**config.mk**
```make
export PLATFORM = sky130hd
export DESIGN_NAME = quadruped_gait_foot_trajectory
export DESIGN_NICKNAME = d
export VERILOG_FILES = /design/src/rtl/core/qgft_pkg.sv /design/src/rtl/core/qgft_engine.sv /design/src/rtl/core/quadruped_gait_foot_trajectory.sv
export SDC_FILE = /design/constraint.sdc
export NUM_CORES = 2
export LEC_CHECK = 0
export BUFFER_PORTS_ARGS = -buffer_cell sky130_fd_sc_hd__clkbuf_2
export CAP_MARGIN = 20
export CORE_UTILIZATION = 55
export DETAILED_ROUTE_END_ITERATION = 10
export GPL_TIMING_DRIVEN = 0
export PLACE_DENSITY = 0.75
export SLEW_MARGIN = 20
export SYNTH_ARGS = -nofsm -noshare
export SYNTH_HDL_FRONTEND = slang
export SYNTH_SLANG_ARGS = --single-unit
```
**constraint.sdc**
```tcl
create_clock -name clk -period 8.2 [get_ports clk]
set_clock_uncertainty 0.15 [all_clocks]
set_input_delay 0 -clock clk [delete_from_list [all_inputs] [get_ports clk]]
set_output_delay 0 -clock clk [all_outputs]
set_load 0.01 [all_outputs]
```
**src/rtl/core/qgft_pkg.sv**
```systemverilog
// ----------------------------------------------------------------------------
// qgft_pkg
// Shared types and constants of the gait foot trajectory block.
// ----------------------------------------------------------------------------
package qgft_pkg;

  localparam int NUM_LEGS_DEF = 4;

  // register indexes
  localparam logic [2:0] REG_PHASE_INC = 3'd0;
  localparam logic [2:0] REG_SWING     = 3'd1;
  localparam logic [2:0] REG_STEP_LEN  = 3'd2;
  localparam logic [2:0] REG_LIFT_H    = 3'd3;
  localparam logic [2:0] REG_START0    = 3'd4;
  localparam logic [2:0] REG_START1    = 3'd5;
  localparam logic [2:0] REG_START2    = 3'd6;
  localparam logic [2:0] REG_START3    = 3'd7;

  // reset values
  localparam logic [15:0] RST_PHASE_INC = 16'd328;
  localparam logic [15:0] RST_SWING     = 16'd16384;
  localparam logic [15:0] RST_STEP_LEN  = 16'd10240;
  localparam logic [15:0] RST_LIFT_H    = 16'd5120;
  localparam logic [15:0] RST_START0    = 16'd0;
  localparam logic [15:0] RST_START1    = 16'd16384;
  localparam logic [15:0] RST_START2    = 16'd32768;
  localparam logic [15:0] RST_START3    = 16'd49152;

  // step counts of the shared unit
  localparam logic [5:0] MUL_STEPS  = 6'd34;
  localparam logic [5:0] DIV_STEPS  = 6'd34;
  localparam logic [5:0] SQRT_STEPS = 6'd32;

  typedef enum logic [1:0] {
    OP_MUL,
    OP_DIV,
    OP_SQRT
  } eng_op_t;

  // command to the shared unit
  // mul: a multiplier, b multiplicand; div: a numerator (34 bit), b divisor;
  // sqrt: a radicand
  typedef struct packed {
    eng_op_t     op;
    logic [63:0] a;
    logic [63:0] b;
  } eng_cmd_t;

endpackage

```
**src/rtl/core/qgft_engine.sv**
```systemverilog
// ----------------------------------------------------------------------------
// qgft_engine
// Iterative shift-add multiply, restoring divide and digit-by-digit square
// root around a single shared add/subtract unit, one bit per cycle.
// ----------------------------------------------------------------------------
module qgft_engine
  import qgft_pkg::*;
(
  input  logic        clk,
  input  logic        rst,
  input  logic        start,
  input  eng_cmd_t    cmd,
  output logic        done,
  output logic [63:0] result
);

  logic        busy;
  eng_op_t     op_r;
  logic [65:0] acc;
  logic [65:0] x;
  logic [63:0] y;
  logic [5:0]  cnt;

  logic [65:0] a_in;
  logic [65:0] b_in;
  logic        sub;
  logic [66:0] sum;
  logic        take;

  // operand selection for the shared adder
  always_comb begin
    unique case (op_r)
      OP_MUL: begin
        a_in = acc;
        b_in = x;
        sub  = 1'b0;
      end
      OP_DIV: begin
        a_in = {acc[64:0], y[33]};
        b_in = x;
        sub  = 1'b1;
      end
      OP_SQRT: begin
        a_in = {acc[63:0], y[63:62]};
        b_in = {x[63:0], 2'b01};
        sub  = 1'b1;
      end
      default: begin
        a_in = acc;
        b_in = x;
        sub  = 1'b0;
      end
    endcase
    sum  = {1'b0, a_in} + {1'b0, (sub ? ~b_in : b_in)} + {66'd0, sub};
    take = sub ? sum[66] : y[0];
  end

  // sequencing of the steps
  always_ff @(posedge clk) begin
    if (rst) begin
      busy <= 1'b0;
      done <= 1'b0;
      op_r <= OP_MUL;
      cnt  <= '0;
    end else begin
      done <= 1'b0;
      if (start && !busy) begin
        busy <= 1'b1;
        op_r <= cmd.op;
        acc  <= '0;
        x    <= (cmd.op == OP_SQRT) ? 66'd0 : {2'b00, cmd.b};
        y    <= cmd.a;
        unique case (cmd.op)
          OP_MUL:  cnt <= MUL_STEPS;
          OP_DIV:  cnt <= DIV_STEPS;
          OP_SQRT: cnt <= SQRT_STEPS;
          default: cnt <= MUL_STEPS;
        endcase
      end else if (busy) begin
        unique case (op_r)
          OP_MUL: begin
            if (take) acc <= sum[65:0];
            x <= {x[64:0], 1'b0};
            y <= {1'b0, y[63:1]};
          end
          OP_DIV: begin
            acc <= take ? sum[65:0] : a_in;
            y   <= {y[62:0], take};
          end
          OP_SQRT: begin
            acc <= take ? sum[65:0] : a_in;
            x   <= {x[64:0], take};
            y   <= {y[61:0], 2'b00};
          end
          default: ;
        endcase
        cnt <= cnt - 6'd1;
        if (cnt == 6'd1) begin
          busy <= 1'b0;
          done <= 1'b1;
        end
      end
    end
  end

  // result view of the working registers
  always_comb begin
    unique case (op_r)
      OP_MUL:  result = acc[63:0];
      OP_DIV:  result = {30'd0, y[33:0]};
      OP_SQRT: result = x[63:0];
      default: result = acc[63:0];
    endcase
  end

endmodule

```
**src/rtl/core/quadruped_gait_foot_trajectory.sv**
```systemverilog
// ----------------------------------------------------------------------------
// quadruped_gait_foot_trajectory
// Phase based gait generator: per tick, one stride offset and lift per leg.
// ----------------------------------------------------------------------------
// Each accepted item with tick set advances the gait phase and then emits one
// item per leg, legs in order, the last one flagged by m_tlast; an item with
// tick clear is taken and produces nothing. The multiplies, divides and square
// roots run one bit per cycle through the shared unit in qgft_engine, which
// takes its step count (34 for a multiply or a divide, 32 for a square root)
// for each operation. A tick first computes the squared lift height. Each
// stance leg then takes a setup state, a multiply, a divide and an emit
// state. Each swing leg takes setup, three multiplies, a square root, two
// divides and emit. A leg sitting exactly at the start of a zero width swing
// window takes only setup and emit. A leg item may also wait in the emit
// state for m_tready. With the reset gait one leg swings and three stand,
// unless two legs sit on a window edge. s_tready is high only between ticks.
// Configuration is to be written through the APB port only while idle; the
// block itself leaves this unchecked.
// ----------------------------------------------------------------------------
module quadruped_gait_foot_trajectory
  import qgft_pkg::*;
#(
  parameter int NUM_LEGS = NUM_LEGS_DEF
) (
  input  logic        clk,
  input  logic        rst,
  // configuration
  input  logic        psel,
  input  logic        penable,
  input  logic        pwrite,
  input  logic [4:0]  paddr,
  input  logic [31:0] pwdata,
  output logic [31:0] prdata,
  output logic        pready,
  // input items
  input  logic        s_tvalid,
  output logic        s_tready,
  input  logic [7:0]  s_tdata,  // [0] tick
  // result items
  output logic        m_tvalid,
  input  logic        m_tready,
  output logic [39:0] m_tdata,  // [1:0] leg, [17:2] stride_offset, [33:18] lift,
                                // [34] swinging
  output logic        m_tlast
);

  typedef enum logic [3:0] {
    S_IDLE,
    S_H2,
    S_LEG,
    S_PMUL,
    S_QMUL,
    S_ROOT,
    S_LDIV,
    S_SMUL,
    S_SDIV,
    S_EMIT
  } state_t;

  localparam logic [1:0] LAST_LEG = 2'(NUM_LEGS - 1);

  // configuration registers
  logic [15:0] phase_increment;
  logic [15:0] swing_fraction;
  logic [15:0] step_length;
  logic [15:0] lift_height;
  logic [15:0] start_leg [4];

  logic cfg_wr;
  assign cfg_wr = psel && penable && pwrite && pready;
  assign pready = 1'b1;

  always_ff @(posedge clk) begin
    if (rst) begin
      phase_increment <= RST_PHASE_INC;
      swing_fraction  <= RST_SWING;
      step_length     <= RST_STEP_LEN;
      lift_height     <= RST_LIFT_H;
      start_leg[0]    <= RST_START0;
      start_leg[1]    <= RST_START1;
      start_leg[2]    <= RST_START2;
      start_leg[3]    <= RST_START3;
    end else if (cfg_wr) begin
      unique case (paddr[4:2])
        REG_PHASE_INC: phase_increment <= pwdata[15:0];
        REG_SWING:     swing_fraction  <= pwdata[15:0];
        REG_STEP_LEN:  step_length     <= pwdata[15:0];
        REG_LIFT_H:    lift_height     <= pwdata[15:0];
        REG_START0:    start_leg[0]    <= pwdata[15:0];
        REG_START1:    start_leg[1]    <= pwdata[15:0];
        REG_START2:    start_leg[2]    <= pwdata[15:0];
        REG_START3:    start_leg[3]    <= pwdata[15:0];
        default: ;
      endcase
    end
  end

  // register read back
  always_comb begin
    unique case (paddr[4:2])
      REG_PHASE_INC: prdata = {16'd0, phase_increment};
      REG_SWING:     prdata = {16'd0, swing_fraction};
      REG_STEP_LEN:  prdata = {16'd0, step_length};
      REG_LIFT_H:    prdata = {16'd0, lift_height};
      REG_START0:    prdata = {16'd0, start_leg[0]};
      REG_START1:    prdata = {16'd0, start_leg[1]};
      REG_START2:    prdata = {16'd0, start_leg[2]};
      REG_START3:    prdata = {16'd0, start_leg[3]};
      default:       prdata = 32'd0;
    endcase
  end

  // sequencer state
  state_t      state;
  logic [15:0] gait_phase;
  logic [1:0]  leg;
  logic        issued;
  logic [31:0] h2;
  logic [63:0] res;
  logic [15:0] d_r;
  logic        swing_r;
  logic        neg_r;
  logic [16:0] mag_r;
  logic [17:0] den_r;
  logic [15:0] lift_r;
  logic [15:0] stride_r;

  logic        eng_start;
  eng_cmd_t    eng_cmd;
  logic        eng_done;
  logic [63:0] eng_result;

  qgft_engine u_engine (
    .clk    (clk),
    .rst    (rst),
    .start  (eng_start),
    .cmd    (eng_cmd),
    .done   (eng_done),
    .result (eng_result)
  );

  // per leg geometry from the current phase
  logic [15:0] d;
  logic        in_swing;
  logic [17:0] sw_val;
  logic [16:0] r_len;
  logic [15:0] k_len;
  logic [17:0] st_val;
  logic [17:0] val;
  logic [16:0] half_len;
  logic [33:0] q;
  logic [15:0] sat_q;

  always_comb begin
    d        = gait_phase - start_leg[leg];
    in_swing = d <= swing_fraction;
    sw_val   = {1'b0, d, 1'b0} - {2'b00, swing_fraction};
    r_len    = 17'h10000 - {1'b0, swing_fraction};
    k_len    = d - swing_fraction;
    st_val   = {1'b0, r_len} - {1'b0, k_len, 1'b0};
    val      = in_swing ? sw_val : st_val;
    half_len = ({1'b0, step_length} + 17'd1) >> 1;
    q        = eng_result[33:0];
    if (neg_r) sat_q = (q > 34'd32768) ? 16'h8000 : 16'(-q);
    else       sat_q = (q > 34'd32767) ? 16'h7fff : q[15:0];
  end

  // command for the shared unit in each state
  always_comb begin
    eng_cmd.op = OP_MUL;
    eng_cmd.a  = '0;
    eng_cmd.b  = '0;
    unique case (state)
      S_H2: begin
        eng_cmd.a = {48'd0, lift_height};
        eng_cmd.b = {48'd0, lift_height};
      end
      S_PMUL: begin
        eng_cmd.a = {48'd0, d_r};
        eng_cmd.b = {48'd0, swing_fraction - d_r};
      end
      S_QMUL: begin
        eng_cmd.a = {32'd0, h2};
        eng_cmd.b = {30'd0, res[31:0], 2'b00};
      end
      S_ROOT: begin
        eng_cmd.op = OP_SQRT;
        eng_cmd.a  = res;
      end
      S_LDIV: begin
        eng_cmd.op = OP_DIV;
        eng_cmd.a  = {32'd0, res[31:0]};
        eng_cmd.b  = {48'd0, swing_fraction};
      end
      S_SMUL: begin
        eng_cmd.a = {48'd0, step_length};
        eng_cmd.b = {47'd0, mag_r};
      end
      S_SDIV: begin
        eng_cmd.op = OP_DIV;
        eng_cmd.a  = {30'd0, {res[32:0], 1'b0} + {16'd0, den_r}};
        eng_cmd.b  = {45'd0, den_r, 1'b0};
      end
      default: ;
    endcase
  end

  assign eng_start = !issued && (state == S_H2 || state == S_PMUL || state == S_QMUL ||
                                 state == S_ROOT || state == S_LDIV || state == S_SMUL ||
                                 state == S_SDIV);
  assign s_tready  = (state == S_IDLE);

  // sequencer and output register
  always_ff @(posedge clk) begin
    if (rst) begin
      state      <= S_IDLE;
      gait_phase <= '0;
      leg        <= '0;
      issued     <= 1'b0;
      m_tvalid   <= 1'b0;
    end else begin
      // a taken item clears the output unless the emit state refills it
      if (m_tvalid && m_tready && state != S_EMIT) m_tvalid <= 1'b0;
      if (eng_start) issued <= 1'b1;
      if (issued && eng_done) begin
        issued <= 1'b0;
        res    <= eng_result;
      end
      unique case (state)
        S_IDLE: begin
          if (s_tvalid && s_tdata[0]) begin
            gait_phase <= gait_phase + phase_increment;
            leg        <= '0;
            state      <= S_H2;
          end
        end
        S_H2: begin
          if (issued && eng_done) begin
            h2    <= eng_result[31:0];
            state <= S_LEG;
          end
        end
        S_LEG: begin
          d_r     <= d;
          swing_r <= in_swing;
          neg_r   <= val[17];
          mag_r   <= val[17] ? 17'(-val) : val[16:0];
          den_r   <= in_swing ? {1'b0, swing_fraction, 1'b0} : {r_len, 1'b0};
          lift_r  <= '0;
          if (in_swing && swing_fraction == 16'd0) begin
            stride_r <= 16'(-half_len);
            state    <= S_EMIT;
          end else if (in_swing) begin
            state <= S_PMUL;
          end else begin
            state <= S_SMUL;
          end
        end
        S_PMUL: if (issued && eng_done) state <= S_QMUL;
        S_QMUL: if (issued && eng_done) state <= S_ROOT;
        S_ROOT: if (issued && eng_done) state <= S_LDIV;
        S_LDIV: begin
          if (issued && eng_done) begin
            lift_r <= eng_result[15:0];
            state  <= S_SMUL;
          end
        end
        S_SMUL: if (issued && eng_done) state <= S_SDIV;
        S_SDIV: begin
          if (issued && eng_done) begin
            stride_r <= sat_q;
            state    <= S_EMIT;
          end
        end
        S_EMIT: begin
          if (!m_tvalid || m_tready) begin
            m_tvalid <= 1'b1;
            m_tdata  <= {5'd0, swing_r, lift_r, stride_r, leg};
            m_tlast  <= (leg == LAST_LEG);
            if (leg == LAST_LEG) begin
              state <= S_IDLE;
            end else begin
              leg   <= leg + 2'd1;
              state <= S_LEG;
            end
          end
        end
        default: state <= S_IDLE;
      endcase
    end
  end

endmodule

```
# Word level (Yosys, flattened, before mapping)
# Memories as Yosys holds them, arrays and structs flattened. A register that Yosys moved wholly into a read port is not among the register bits.
# Index checks and enable logic that the tools add are counted.
totals:
  out_inout_bits: 76
  mem_bits_rw: 64
  n_memories: 1
  inputBits: 52
  elab_cells: 222
  reg_bits: 511
mem_list:
  columns: ["name", "depth", "width", "read_ports", "rd_clocked_by_memory_dff", "wr", "line", "rtl"]
  rows:
  - ["start_leg", 4, 16, 5, 1, 4, "quadruped_gait_foot_trajectory.sv:67", "logic [15:0] start_leg [4];"]
op_classes:
  n_lt_le_gt_ge: 3
  n_bitwise: 7
  muxes: 83
  n_reduce_logical: 50
  n_eq_ne: 34
  add_sub_neg: 16
ops:
  columns: ["operator", "count"]
  rows:
  - ["$mux 66", 7]
  - ["$pmux 64 s7", 1]
  - ["$pmux 66 s2", 3]
  - ["$pmux 32 s8", 1]
  - ["$pmux 34 s6", 1]
  - ["$pmux 64 s3", 1]
  - ["$mux 16", 10]
  - ["$mux 64", 2]
  - ["$pmux 64 s2", 1]
  - ["$add 66x66->67", 1]
  - ["$add 67x1->67", 1]
  - ["$not 66->66", 1]
  - ["$pmux 16 s2", 2]
  - ["$sub 16x16->16", 3]
  - ["$mux 4", 10]
  - ["$pmux 4 s10", 1]
  - ["$add 34x18->34", 1]
  - ["$gt 34x15->1 const B", 1]
  - ["$gt 34x16->1 const B", 1]
  - ["$mux 17", 2]
  - ["$mux 34", 1]
  - ["$neg 16->16", 2]
  - ["$mux 1", 27]
  - ["$mux 18", 1]
  - ["45 further kinds", 111]

# Depth between registers and ports, before layout
depth:
  word_depth: 11
  mapped_depth: 32
  depth_no_buf: 27

# Hierarchy
# A second synthesis with hierarchy kept.
hier_totals:
  hier_cells: 4424
  area_unflattened_um2: 40208.6
modules_own_cells:
  columns: ["module", "n_inst", "area_each_um2", "seq_area_each_um2", "cells_each"]
  rows:
  - ["quadruped_gait_foot_trajectory", 1, 23197.2, 10179.8, 2409]
  - ["qgft_engine", 1, 17011.3, 6085.8, 2015]

# Worst setup path after synthesis
# OpenSTA, ideal clock, no wires.
synth_timing:
  path_type: "flip-flop to flip-flop"
  startpoint: "register u_engine.op_r[0]"
  endpoint: "register u_engine.acc[0] (enable)"
  t_arrival_ps: 8366
  path_stages_with_launch: 26
  t_required_ps: 7538
  period_less_slack_ps: 9028
  slack_ps: -828
  setup_ps: 512
  path_buffers: 11
  path_cell_list: "dfxtp_1 > inv_1 > ha_1 > buf_4 > buf_6 > buf_4 > buf_4 > clkbuf_1 > clkbuf_1 > clkbuf_1 > buf_1 > xnor2_1 > ha_1 > clkbuf_1 > nand4_1 > or4_1 > a31o_1 > a21oi_1 > o21ai_1 > a21oi_1 > a41o_1 > buf_2 > buf_4 > o21ai_1 > a21o_1 > a21oi_1"
synth_via:
  elab_chain_len: 9
  word_cells_on_any_way: 15
  cone_classes: "add/sub (2); eq/ne (3); mux (5); bitwise (1); reduce/logical (4)"
synth_lines:
  columns: ["item", "line", "rtl"]
  rows:
  - ["from (decl)", "qgft_engine.sv:18", "eng_op_t op_r;"]
  - ["from (signal assigned)", "qgft_engine.sv:69", "op_r <= cmd.op;"]
  - ["$eq 2x1->1 / $eq 2x2->1 (equally long branches)", "qgft_engine.sv:32, qgft_engine.sv:80", null]
  - ["$reduce_or 2->1 (no source line) / $mux 66 (equally long branches)", null, null]
  - ["$mux 1 / $not 66->66 (equally long branches)", "qgft_engine.sv:32, qgft_engine.sv:54", null]
  - ["$mux 66", "qgft_engine.sv:54", "sum = {1'b0, a_in} + {1'b0, (sub ? ~b_in : b_in)} + {66'd0, sub};"]
  - ["$add 66x66->67", "qgft_engine.sv:54", null]
  - ["$add 67x1->67", "qgft_engine.sv:54", null]
  - ["$mux 1", "qgft_engine.sv:55", "take = sub ? sum[66] : y[0];"]
  - ["$ne 3x1->1 (no source line)", null, null]
  - ["$reduce_and 4->1 (no source line) *", null, null]
  - ["to (signal assigned)", "qgft_engine.sv:82", "if (take) acc <= sum[65:0];"]
  - ["to (signal assigned)", "qgft_engine.sv:87", "acc <= take ? sum[65:0] : a_in;"]
  - ["to (signal assigned)", "qgft_engine.sv:91", "acc <= take ? sum[65:0] : a_in;"]
  - ["to (decl)", "qgft_engine.sv:19", "logic [65:0] acc;"]
# Every way passes the cells marked *; elsewhere a longest branch is shown, timed or not.
# A chain may end at the register's enable or synchronous reset.

# Worst setup path in the final report
layout_timing:
  startpoint: "register u_engine.op_r[1]"
  endpoint: "register u_engine.acc[10] (enable)"
# Same word-level chain as after synthesis.

==> flow_results.org <==
** Outcome
- The flow ran to the end, and the final reports show no timing, DRC or antenna violations.

** Flow run
- Max-capacitance violation count :: 0

** Critical path
- Arrival time reported for the critical path endpoint :: 8300 ps
- Buffers and inverters on the worst path :: 13
- The worst setup path is captured at a flop.
- The worst register-to-register path has a depth of 26.
- On the worst path, the slowest cell contributes a delay of 600 ps.
- Category of the critical setup timing path :: flop to flop
- Worst setup slack for register-to-register paths :: 100 ps
- Startpoint Class :: flop
- Required time reported for the critical path endpoint :: 8410 ps
- The cell that appears most often on the critical path is sky130_fd_sc_hd__buf_4.
- Launching point of the worst reg2reg path :: u_engine.op_r[1]
- Top cell family by delay on the critical path :: buffers and inverters
- Among all stages on the critical path, the largest delay is contributed by sky130_fd_sc_hd__or4_1.
- Endpoint of the worst-slack reg-to-reg timing path :: u_engine.acc[10]
- Largest driver fanout on the critical path :: 28

** Global route
- Global routing consumed, over all layers together, 40.94% of the routing resources.
- Entering global routing, the biggest net connects 29 pins.
- Global routing finished with a remaining overflow of 0.
- First-pass GRT wire length :: 223400 um
- The initial antenna violation count was 3.
- The number of global-route vias before repair came to 34205.

** Place
- After legalization and detailed placement, the total HPWL measured 118200 um.
- Post-Place Worst Slack :: -2131 ps
- Buffers placed on the I/O ports in this run total 78.
- The congestion estimate from routability-driven global placement came to 1.036.

** Worst hold path
- Path category of the worst min-delay check :: primary input to flop
- Hold Crit Endpoint :: start_leg[0][2]
- The worst hold path begins at paddr[4].
- Cell depth of the worst min-delay path :: 3

** Synth
- Synthesis-stage register bit count :: 575
- In the post-synthesis netlist, the biggest area contributors are sky130_fd_sc_hd__edfxtp_1 36%, sky130_fd_sc_hd__ha_1 6.0%, sky130_fd_sc_hd__xnor2_1 5.2%.
- Mapped Avg Cell Area :: 9.196 um2
- Netlist cell types :: 97
- Most frequently used cell type in the post-synthesis netlist :: sky130_fd_sc_hd__nand2_1
- In this run, synthesis inferred 475 flip-flops with an integrated enable.
- Commonest cells in the netlist :: 497 x sky130_fd_sc_hd__nand2_1, 475 x sky130_fd_sc_hd__edfxtp_1, 360 x sky130_fd_sc_hd__nor2_1
- Summing every instance area after synthesis gives 39610 um2.
- After technology mapping, the gate count stands at 4307.
- Post-synthesis sequential area ratio :: 41.07%
- The share of synthesized area in the top cell type comes to 36.01%.
- Main flop type after synthesis :: sky130_fd_sc_hd__edfxtp_1
- Post-synthesis cell type with the largest combined area :: sky130_fd_sc_hd__edfxtp_1
- For this run, the number of Yosys warnings is 0.
- Fraction of synthesis flops using an asynchronous set or reset pin :: 0%

** Die
- The floorplan has 98 rows.
- The initial utilization of the core area, before any placement, comes to 55.50%.
- Width of the die :: 270.4 um
- After floorplanning, the core was sized to cover 71360 um2.
- Area of the die :: 73090 um2
- 128 I/O pins were placed.
- The die is 270.4 um tall.

** Pwr
- For this design the total switching power over the nets is 8.700 mW.
- Dividing total power by cell area gives a power density of 419.0 nW/um2.
- IR analysis of the VDD net gives a maximum drop of 380.9 uV.
- Combinational logic burns 58.3% of the power.
- Static leakage :: 16.05 nW
- Net switching is 46.87% of the power.
- Total power draw :: 18.56 mW
- Proportion of power drawn by flip-flops and latches :: 25.9%
- Relative contribution of the clock network to total power :: 15.8%
- Design internal power :: 9.864 mW

** Timing
- Time the final worst path needs with I/O delays and setup :: 8098 ps
- Dividing the final minimum period by the clock period gives 98.76%.
- Hold WS :: 58.68 ps
- Unrepaired setup endpoints after global routing :: false
- Worst Slack Setup Final :: 101.8 ps
- The worst pin sits at a relative slew slack of 19.83%.
- The count of final hold-check violations came to 0.
- The number of slew-limit violations in the final report is 0.
- Transition at the pin with the smallest max-transition slack :: 1203 ps
- Based on the critical path, the design can be clocked at up to 123.5 MHz.
- Final setup fails :: 0

** Clocking
- The cell sitting at the root of the clock tree is a sky130_fd_sc_hd__clkbuf_16.
- Clock tree synthesis found a total of 575 sinks.
- TritonCTS built the clock tree.
- After clock tree synthesis, the clock-pin slew on the worst setup and hold paths is 70 ps.
- The later pin in the worst-skew pair is clocked with a latency of 680 ps.
- CTS buffer count :: 60
- In this run the number of H-tree levels came out at 2.
- Bufs on Longest Clock Path :: 3

** Route
- Wirelength per Cell :: 27.69 um
- After detailed routing, the total wire length is 153100 um.
- For this block, the initial DRC count from the detailed router was 5025.
- In this run the remaining antenna-violating nets after routing total 0.
- The routed layout has 36594 vias.
- The pre-antenna-repair detailed-routing pass consisted of 9 iterations.
- Dividing the detail-routed via count by the number of cells gives 6.619.
- For this run, design rule violations remaining after detail routing come to 0.

** Final layout
- The repair_antennas step left the layout with diodes totalling 0.
- After the last flow step, the layout net total stands at 4777.
- Fin util :: 62.09%
- Relative to the synthesized area, the layout overhead comes to 11.86%.
- The filler cells instantiated in the layout total 6149.
- In the final layout, the share of cells above drive strength 1 is 8.779%.
## through the flow
stage / std cells / area, um2 / setup TNS, ps
after CTS: 5531 / 44290 / 0
after global placement: 5355 / 41270 / -561740
after detailed placement: 5387 / 41850 / -210530
after global routing: 5529 / 44310 / 0
final: 5529 / 44310 / 0
after floorplan: 4327 / 39690 / 0
## placed cells by master (no fill, tap or decap), drive strengths merged, types with 27 or more instances in the layout
cell,n
a21oi,360
o21ai,197
a221oi,67
a31oi,110
o31ai,49
dfxtp,100
ha,189
a21o,66
nor2,360
a22oi,73
nand3,127
xor2,56
edfxtp,475
or3,29
dlygate4sd3,35
nand2,497
clkbuf,352
buf,126
nor2b,36
a211oi,37
mux2i,93
nand4,35
inv,178
and2,112
xnor2,233
nand2b,28
nor3,63
a222oi,27
## power by group through the flow
stage                     sequential [mW]  combinational [mW]  clock (mW)
after global placement               4.89                10.2           0
after floorplan                      4.64                7.50           0
after detailed placement             4.83                10.4           0
after global routing                 4.84                11.7        3.03
after CTS                            4.78                10.5        2.93
final                                4.81                10.8        2.93
## logic make-up (layout without fill, tap and decap cells)
| family | Yosys count | after routing | share of synthesized area (%) |
|---|---|---|---|
| mux | 133 | 133 | 4.227 |
| simple gates | 1381 | 1381 | 16.16 |
| xor+xnor | 289 | 289 | 6.390 |
| fa+ha+maj | 197 | 197 | 6.375 |
| other cells | 2 | 22 | 0.01896 |
| buf+inv | 482 | 734 | 4.978 |
| flops | 575 | 575 | 41.07 |
| compound gates | 1248 | 1248 | 20.79 |
## metal layers
| metal | global-route usage, % | up-vias | part of all wire (%) |
|---|---|---|---|
| li1 | - | 16332 | - |
| met3 | 7.859 | 572 | 9.7 |
| met4 | 26.81 | 4 | 7.9 |
| met5 | 0 | - | 0.014 |
| met1 | 50.83 | 17466 | 37 |
| met2 | 65.14 | 2220 | 45 |
## cell type report
class / instances / area (um2) / share of cell area, %
plain buffers: 300 / 1329 / 2.999
clock buffers: 67 / 1549 / 3.496
clock inverters: 46 / 530.5 / 1.197
inverters: 175 / 656.9 / 1.483
multi-input cells: 3270 / 21550 / 48.63
flip-flops and latches: 575 / 16270 / 36.71
well taps: 950 / 1189 / 2.683
repair buffers: 146 / 1240 / 2.798
## state kept, by name (all words and copies together), names as in the netlist, 17 cells and up, named ones only
register and count:
res 64, start_leg 64, mag_r 17, u_engine.acc 66, m_tdata 35, u_engine.y 64, u_engine.x 66, h2 32
## worst min-delay path, delay by kind of cell
family                 cells  cell delay [ps]
AO/OA/AOI/OAI              1              160
buffers and inverters      1              260
AND/OR/NAND/NOR            1              250
## timing repair
| item | 4_1_cts | 5_1_grt |
|---|---|---|
| pin swaps | 1 | 0 |
| setup buffers | 1 | 0 |
| hold buffers | 35 | 0 |
| endpoints found under the hold margin | 152 | 0 |
| gates resized for setup | 20 | 18 |
| endpoints found under the setup margin | 170 | 85 |
## how the worst max path moves through the flow
stage	depth (start not counted)	end	start
6_report	26	u_engine.acc[10]	u_engine.op_r[1]
3_5_place_dp	28	u_engine.acc[10]	u_engine.op_r[1]
2_1_floorplan	25	u_engine.acc[0]	u_engine.op_r[0]
3_3_place_gp	25	u_engine.acc[13]	u_engine.op_r[1]
5_1_grt	29	mag_r[16]	flop
4_1_cts	26	u_engine.acc[13]	u_engine.op_r[1]
(Power assumes the default switching activity.)
